$ cat src/rtl/core/ppc_pkg.sv
package ppc_pkg;

  localparam int unsigned COUNT_W   = 24;
  localparam int unsigned GAIN_W    = 18;
  localparam int unsigned FRAC_BITS = 16;
  localparam int unsigned INTEG_W   = 48;
  localparam int unsigned ADDR_W    = 4;
  localparam int unsigned APB_W     = 32;

  localparam logic [GAIN_W-1:0] KP_RESET = GAIN_W'(22938);
  localparam logic [GAIN_W-1:0] KI_RESET = GAIN_W'(33);
  localparam logic [GAIN_W-1:0] KD_RESET = GAIN_W'(3277);

  typedef enum logic [1:0] {
    REG_KP = 2'd0,
    REG_KI = 2'd1,
    REG_KD = 2'd2
  } reg_idx_e;

  typedef struct packed {
    logic [GAIN_W-1:0] kp;
    logic [GAIN_W-1:0] ki;
    logic [GAIN_W-1:0] kd;
  } gains_t;

endpackage

$ cat src/rtl/core/ppc_cfg_regs.sv
module ppc_cfg_regs
  import ppc_pkg::*;
(
  input  logic              clk_i,
  input  logic              rst_ni,
  input  logic              psel_i,
  input  logic              penable_i,
  input  logic              pwrite_i,
  input  logic [ADDR_W-1:0] paddr_i,
  input  logic [APB_W-1:0]  pwdata_i,
  output logic [APB_W-1:0]  prdata_o,
  output logic              pready_o,
  output gains_t            gains_o
);

  gains_t     gains_q, gains_d;
  logic       wr_en;
  reg_idx_e   idx;

  assign pready_o = 1'b1;
  assign wr_en    = psel_i && penable_i && pwrite_i;
  assign idx      = reg_idx_e'(paddr_i[ADDR_W-1:2]);

  always_comb begin
    gains_d = gains_q;
    if (wr_en) begin
      unique case (idx)
        REG_KP:  gains_d.kp = pwdata_i[GAIN_W-1:0];
        REG_KI:  gains_d.ki = pwdata_i[GAIN_W-1:0];
        REG_KD:  gains_d.kd = pwdata_i[GAIN_W-1:0];
        default: ;  // unmapped address, write dropped
      endcase
    end
  end

  always_comb begin
    unique case (idx)
      REG_KP:  prdata_o = APB_W'(gains_q.kp);
      REG_KI:  prdata_o = APB_W'(gains_q.ki);
      REG_KD:  prdata_o = APB_W'(gains_q.kd);
      default: prdata_o = '0;
    endcase
  end

  always_ff @(posedge clk_i or negedge rst_ni) begin
    if (!rst_ni) begin
      gains_q.kp <= KP_RESET;
      gains_q.ki <= KI_RESET;
      gains_q.kd <= KD_RESET;
    end else begin
      gains_q <= gains_d;
    end
  end

  assign gains_o = gains_q;

endmodule
$ cat config.mk
export PLATFORM = sky130hd
export DESIGN_NAME = ppc_cfg_regs
export DESIGN_NICKNAME = d
export VERILOG_FILES = /design/src/rtl/core/ppc_pkg.sv /design/src/rtl/core/ppc_cfg_regs.sv
export SDC_FILE = /design/constraint.sdc
export NUM_CORES = 1
export LEC_CHECK = 0
export ABC_AREA = 1
export BUFFER_PORTS_ARGS = -buffer_cell sky130_fd_sc_hd__buf_2
export CAP_MARGIN = 20
export CELL_PAD_IN_SITES_DETAIL_PLACEMENT = 0
export CELL_PAD_IN_SITES_GLOBAL_PLACEMENT = 1
export CORE_AREA = 4 4 96 98
export DETAILED_ROUTE_END_ITERATION = 6
export DIE_AREA = 0 0 100 102
export GPL_ROUTABILITY_DRIVEN = 0
export PLACE_DENSITY_LB_ADDON = 0.05
export SLEW_MARGIN = 20
export SYNTH_ARGS = -nofsm -noshare
export SYNTH_HDL_FRONTEND = slang
export SYNTH_SLANG_ARGS = --single-unit
$ cat constraint.sdc
create_clock -name clk_i -period 1.3 [get_ports clk_i]
set_input_delay 0.26 -clock clk_i [delete_from_list [all_inputs] [get_ports clk_i]]
set_output_delay 0.26 -clock clk_i [all_outputs]
set_load 0.05 [all_outputs]
* Word-level counts from Yosys, hierarchy flattened
Cells that the tools add are included.
** Operators by class
- Reductions and logical operators :: 6
- Mux-type cells :: 1
- Eq/ne operators :: 2
** Operators by type and width (number)
- case mux 18 bit (3 select lines) :: 1
- AND reduction 2 bit :: 3
- == test 2 x 1 -> 1 bit, second input constant :: 1
- == test 2 bit, second input constant :: 1
- logical AND 1 bit :: 2
- logical NOT 2 bit :: 1
** Word-level totals
- Logic and storage cells :: 12
- Register bits after elaboration :: 54

* Logic depth before layout (Yosys ltp)
Gate-level depths: netlist of run 1.
- Depth after elaboration :: 3
- Gate-level depth with buffers :: 7

* Least setup slack after synthesis of run 1
Ideal clock, no wire load.
- Path type :: input to output
- From :: input port paddr_i[3]
- To :: output port prdata_o[10]
- Arrival :: 1226 ps
- Slack :: -186 ps
- Cell stages on the path :: 6
- Data required time :: 1040 ps
- Buffers on the path :: 1
- Cell sequence :: inv_1 > nand2_1 > inv_2 > buf_2 > nand2_1 > nand3_1
** On the way
- Cells in the longest elaborated chain, start to end :: 2
- Elaborated cells between the ends (all ways) :: 4
** RTL lines
- from (decl) :: RTL line ppc_cfg_regs.sv:9 : input logic [ADDR_W-1:0] paddr_i,
- == test 2 bit (tied with other cells) :: RTL line ppc_cfg_regs.sv:37 : unique case (idx)
- case mux 18 bit (3 select lines) (*) :: RTL line ppc_cfg_regs.sv:37
- to (decl) :: RTL line ppc_cfg_regs.sv:11 : output logic [APB_W-1:0] prdata_o,
Mark *: on every way between the ends. The rest lies on a longest branch, timed or not.

* Final worst setup path of run 1
- From :: register gains_q, in the netlist gains_o[11]
- To :: output port prdata_o[11]
** On the way
- Cells in the longest elaborated chain, start to end :: 1
** RTL lines
- from (decl) :: RTL line ppc_cfg_regs.sv:16 : gains_t gains_q, gains_d;
- from (signal assigned) :: RTL line ppc_cfg_regs.sv:51 : gains_q <= gains_d;
- case mux 18 bit (3 select lines) :: RTL line ppc_cfg_regs.sv:37
No other way between the ends.

==> results of run 1 <==
[logic make-up (layout without fill, tap and decap cells)]
| group | after synthesis | count (layout) | share of synthesized area |
|---|---|---|---|
| flip-flops | 54 | 54 | 0.529 |
| other | 2 | 15 | 0.00289 |
| buffers and inverters | 29 | 156 | 0.0790 |
| AND/OR/NAND/NOR | 247 | 247 | 0.389 |
[stage by stage]
step | util | area, sq um
2_1_floorplan | - | 2820
3_3_place_gp | 0.411 | 3480
3_5_place_dp | 0.411 | 3480
4_1_cts | 0.483 | 4090
5_1_grt | 0.511 | 4330
6_report | 0.511 | 4330
[cell type report]
cell class,instances,share of cell area
Sequential cell,54,0.317
Clock inverter,1,0.00174
Timing Repair Buffer,143,0.319
Multi-Input combinational cell,262,0.307
Inverter,5,0.00607
Tap cell,108,0.0312
Clock buffer,7,0.0176
[worst max-delay path: stages, from the launching register on]
cell,delay [ns]
dfstp_2,0.57
nand2_2,0.07
nand3_4,0.08
buf_8,0.14
[how the worst max path moves through the flow]
stage                           start      endpoint  slack, ns  cells after the start
after global placement     paddr_i[2]   prdata_o[3]      -0.19                      8
after global routing      gains_o[11]  prdata_o[11]      -0.17                      3
after detailed placement   paddr_i[2]   prdata_o[3]      -0.20                      8
after CTS                 gains_o[40]   prdata_o[4]      -0.14                      3
after floorplan            paddr_i[3]  prdata_o[10]      -0.03                      6
final                     gains_o[11]  prdata_o[11]      -0.13                      3
[cells in the mapped netlist]
library cell    n  area share
buf_2           2      0.0039
buf_4          19       0.055
buf_6           3       0.013
conb_1          2      0.0029
dfrtp_1        37        0.36
dfstp_2        17        0.17
inv_1           3      0.0043
inv_2           2      0.0029
nand2_1       220        0.32
nand2_4         3       0.013
nand3_1        18       0.035
nand3_2         1      0.0039
nor2_2          1      0.0024
nor2_4          4       0.017
[placed cells by master, fill, tap and decap left out]
cell / synthesis / routed
buf_12: 0 / 9
buf_8: 0 / 28
buf_2: 2 / 52
buf_6: 3 / 19
dlygate4sd3_1: 0 / 1
nand3_2: 1 / 8
nor2_4: 4 / 5
nand2_4: 3 / 6
inv_1: 3 / 1
inv_4: 0 / 3
clkinvlp_4: 0 / 1
clkbuf_4: 0 / 5
conb_1: 2 / 15
dfstp_2: 17 / 17
clkbuf_8: 0 / 5
nand3_4: 0 / 11
nand2_1: 220 / 193
buf_16: 0 / 2
dfrtp_1: 37 / 37
buf_4: 19 / 27
nand2_2: 0 / 24
clkbuf_1: 0 / 2
inv_2: 2 / 1
[routing by layer]
| metal | vias to the layer above | routed length (microns) | GRT usage |
|---|---|---|---|
| met1 | 1216 | 3710 | 0.224 |
| li1 | 1259 | - | - |
| met4 | 0 | 55 | 0.0373 |
| met3 | 4 | 519 | 0.0355 |
| met5 | - | 0 | 0 |
| met2 | 79 | 4190 | 0.291 |
[power by group]
group | internal (mW) | switching (mW) | total, mW
combinational | 1.26 | 2.38 | 3.64
sequential | 2.11 | 0.333 | 2.44
clock | 0.383 | 0.547 | 0.930
[what timing repair did]
| item | CTS | global route |
|---|---|---|
| setup endpoints to repair | 35 | 44 |
| hold endpoints to repair | 37 | 0 |
| gates resized for setup | 122 | 39 |
| gates cloned | 2 | 0 |
| buffers inserted | 10 | 15 |
| pin swaps | 29 | 8 |
| hold buffers | 1 | 0 |
==> flow_metrics.env, run 1 <==
export IMPL_fin_skew_ns=0
export IMPL_dp_hpwl_microns=5690
export IMPL_layout_nets=512
export IMPL_dr_pass1_iters=4
export IMPL_ys_seq_area_frac=0.529
export IMPL_start_util=0.307
export IMPL_hold_class="input port to register"
export IMPL_hold_path_end="gains_o[37]"
export IMPL_antenna_found_initial=0
export IMPL_run_status="complete, but fails checks"
export IMPL_drtIter0Drc=128
export IMPL_path_clk_slew_ns=0.10
export IMPL_clk_latency_ns=0.30
export IMPL_fp_coreArea_sq_um=8470
export IMPL_die_y_microns=102
export IMPL_synth_seq_cells=54
export IMPL_failed_checks="negative setup slack"
export IMPL_reg2reg_depth=4
export IMPL_io_pins=128
export IMPL_rsz0062_at_grt="yes"
export IMPL_syn_area_sq_um=2600
export IMPL_via_per_inst=4.41
export IMPL_rows=34
export IMPL_ys_warn_count=0
export IMPL_layoutNonFillerInstCount=580
export IMPL_grt_max_degree=55
export IMPL_regToRegSetupSlack_ns=0.38
export IMPL_fillers=833
export IMPL_grt_overflow_total=0
export IMPL_io_buffer_count=96
export IMPL_leakage_nw=2.38
export IMPL_grt_pass1_vias=2523
export IMPL_cts_tree="built"
export IMPL_seqCellArea_sq_um=1370
export IMPL_routedWlPerCell_microns=14.6
export IMPL_ys_types=14
export IMPL_root_buffer="clkbuf_8"
export IMPL_hold_viol_final=0
export IMPL_place_inst=544
export IMPL_cts_buffer_depth=2
export IMPL_fin_crit_sh=1.10
export IMPL_area_growth_pct=66.6
export IMPL_holdWs_ns=0.169
export IMPL_grt_pass1_wl_microns=13500
export IMPL_vdd_drop_max_v=0.000745
export IMPL_cts_buffers=5
export IMPL_power_mw=7.01
export IMPL_synthCells=332
export IMPL_drc=0
export IMPL_fmax_mhz=700
export IMPL_n_antenna_cell=0
export IMPL_reg2reg_from="gains_o[39]"
export IMPL_routed_wl_microns=8470
export IMPL_ant_nets=0
export IMPL_hold_start="pwdata_i[1]"
export IMPL_power_density_nw_per_um2=1620
export IMPL_setup_viol=30
export IMPL_critPathLaunchType="register"
export IMPL_end_kind="primary output"
export IMPL_cp_arrival_ns=1.17
export IMPL_finalMaxSlewViolations=0
export IMPL_drive_gt1_frac=0.472
export IMPL_multiInputGateArea_sq_um=1330
export IMPL_holdPathStages=3
export IMPL_pre_cts_ws_ns=-0.204
export IMPL_die_area_sq_um=10200
export IMPL_largest_reg_flops=54
export IMPL_dr_total_vias=2558
export IMPL_crit_type="register to primary output"
export IMPL_fin_tns_setup_ns=-2.25
export IMPL_maxCapViolations=0
export IMPL_min_period_ns=1.43
export IMPL_timing_rr_end="gains_o[39]"
export IMPL_cts_num_sinks=54
export IMPL_gr_usage_all_layers=0.170
export IMPL_die_width_microns=100
export IMPL_cp_required_ns=1.04
export IMPL_postSynthAreaPerCell_sq_um=7.82
export IMPL_cp_max_fo=3
export IMPL_htree_levels=2
export IMPL_layout_setup_ws_ns=-0.130
(Power assumes the default switching activity.)
==> run 2: changes to the inputs <==
--- a/config.mk
+++ b/config.mk
@@ -12,7 +12,8 @@
 export CELL_PAD_IN_SITES_GLOBAL_PLACEMENT = 1
-export CORE_AREA = 4 4 96 98
+export CORE_AREA = 2 2 94 96
 export DETAILED_ROUTE_END_ITERATION = 6
-export DIE_AREA = 0 0 100 102
+export DIE_AREA = 0 0 96 98
 export GPL_ROUTABILITY_DRIVEN = 0
 export PLACE_DENSITY_LB_ADDON = 0.05
+export SKIP_LAST_GASP = 1
 export SLEW_MARGIN = 20
==> constraint.sdc (replaced) <==
create_clock -name clk_i -period 1.3 [get_ports clk_i]
set_input_delay 0.065 -clock clk_i [delete_from_list [all_inputs] [get_ports clk_i]]
set_output_delay 0.065 -clock clk_i [all_outputs]
set_load 0.05 [all_outputs]
==> flow_metrics.env, run 2 (same netlist as run 1, synthesis figures left out) <==
export IMPL_run_status="finished, final reports clean"
export IMPL_met3_usage=0.0293
export IMPL_final_core_util=0.428
export IMPL_finalMaxSlewViolations=0
export IMPL_die_width_microns=96
export IMPL_power_density_nw_per_um2=1720
export IMPL_hold_class="input port to register"
export IMPL_pre_cts_ws_ns=0.119
export IMPL_critPathLaunchType="register"
export IMPL_clk_latency_ns=0.30
export IMPL_via_per_inst=4.38
export IMPL_dp_hpwl_microns=5470
export IMPL_grt_pass1_wl_microns=12400
export IMPL_dr_total_vias=2481
export IMPL_fin_crit_sh=0.964
export IMPL_drive_gt1_frac=0.328
export IMPL_fp_coreArea_sq_um=8470
export IMPL_cpPeakStageDelay_ns=0.55
export IMPL_cp_max_fo=3
export IMPL_io_buffer_count=96
export IMPL_crit_type="register to primary output"
export IMPL_drc=0
export IMPL_drtIter0Drc=108
export IMPL_leakage_nw=2.07
export IMPL_die_area_sq_um=9410
export IMPL_start_util=0.307
export IMPL_met2_usage=0.280
export IMPL_setup_viol=0
export IMPL_cts_tree="built"
export IMPL_final_area_sq_um=3620
export IMPL_power_mw=6.22
export IMPL_cp_required_ns=1.24
export IMPL_n_antenna_cell=0
export IMPL_rows=34
export IMPL_place_inst=540
export IMPL_die_y_microns=98
export IMPL_busiest_layer="met2"
export IMPL_io_pins=128
export IMPL_mostFrequentLayoutCells="nand2_1 (220), buf_2 (83), dfrtp_1 (37)"
export IMPL_multiInputGateArea_sq_um=1090
export IMPL_use_met1=0.232
export IMPL_largest_reg_flops=54
export IMPL_cts_buffer_depth=2
export IMPL_final_common_cell="nand2_1"
export IMPL_routedWlPerCell_microns=13.7
export IMPL_antenna_found_initial=0
export IMPL_grt_pass1_vias=2329
export IMPL_fin_tns_setup_ns=0
export IMPL_fin_skew_ns=0
export IMPL_dr_pass1_iters=4
export IMPL_rsz0062_at_grt="yes"
export IMPL_end_kind="primary output"
export IMPL_routed_wl_microns=7750
export IMPL_area_growth_pct=39.4
export IMPL_maxCapViolations=0
export IMPL_root_buffer="clkbuf_8"
export IMPL_crit_chain="nand2_1 > nand3_1 > clkbuf_4"
export IMPL_cp_arrival_ns=1.19
export IMPL_path_clk_slew_ns=0.09
export IMPL_hold_viol_final=0
export IMPL_cts_buffers=5
export IMPL_placed_area_sq_um=3260
export IMPL_holdWs_ns=0.0160
export IMPL_cp_top_family="flip-flops"
export IMPL_vdd_drop_max_v=0.000627
export IMPL_seqCellArea_sq_um=1370
export IMPL_htree_levels=2
export IMPL_grt_overflow_total=0
export IMPL_cp_buffers_inverters=1
export IMPL_layout_nets=498
export IMPL_fmax_mhz=798
export IMPL_grt_max_degree=19
export IMPL_min_period_ns=1.25
export IMPL_layout_setup_ws_ns=0.0466
export IMPL_cp_slowest_cell="dfstp_2"
export IMPL_gr_usage_all_layers=0.169
export IMPL_layoutNonFillerInstCount=566
export IMPL_fillers=905
export IMPL_ant_nets=0
export IMPL_cts_num_sinks=54
-- run 2: cell types whose count changed in the layout (fill, tap and decap cells not counted), sizes merged --
cell         delta
buf            -28
clkbuf          -2
dlygate4sd3    +17
clkinvlp        -1
-- run 2: routing by layer --
metal / routed length [microns] / vias up
li1: - / 1232
met1: 3580 / 1170
met2: 3720 / 72
met3: 370 / 7
met4: 77 / 0
met5: 0 / -
-- run 2: where the power goes --
part / switching (mW) / internal [mW]
sequential: 0.278 / 2.10
clock: 0.541 / 0.436
combinational: 2.20 / 0.657
-- run 2: timing repair --
| action | 4_1_cts | 5_1_grt |
|---|---|---|
| setup buffers | 0 | 0 |
| gates resized for setup | 11 | 15 |
| setup endpoints to repair | 11 | 10 |
| hold endpoints to repair | 82 | 0 |
| pin swaps | 0 | 0 |
| hold buffers | 18 | 0 |
-- run 2: path summary, 6_finish.rpt --
check	from	endpoint	slack [ns]	cells after the start
setup / recovery	gains_o[6]	prdata_o[6]	0.05	3
hold / removal	pwdata_i[16]	gains_o[34]	0.02	3
hold reg to reg	gains_o[40]	gains_o[40]	0.48	2
min in group asynchronous	rst_ni	gains_o[45]	0.16	2
setup reg to reg	gains_o[3]	gains_o[3]	0.55	2
max in group asynchronous	rst_ni	gains_o[37]	0.61	3
-- run 2: cell type report --
cell class | instances | share of cell area
inverter | 5 | 0.00518
timing repair buffer | 129 | 0.252
tap | 108 | 0.0373
sequential | 54 | 0.379
clock buffer | 8 | 0.0249
multi-input combinational | 262 | 0.302
-- run 2: tightest hold or removal path, stage by stage --
cell and delay, ns:
buf_2 0.11, nand2_1 0.05, nand2_1 0.05
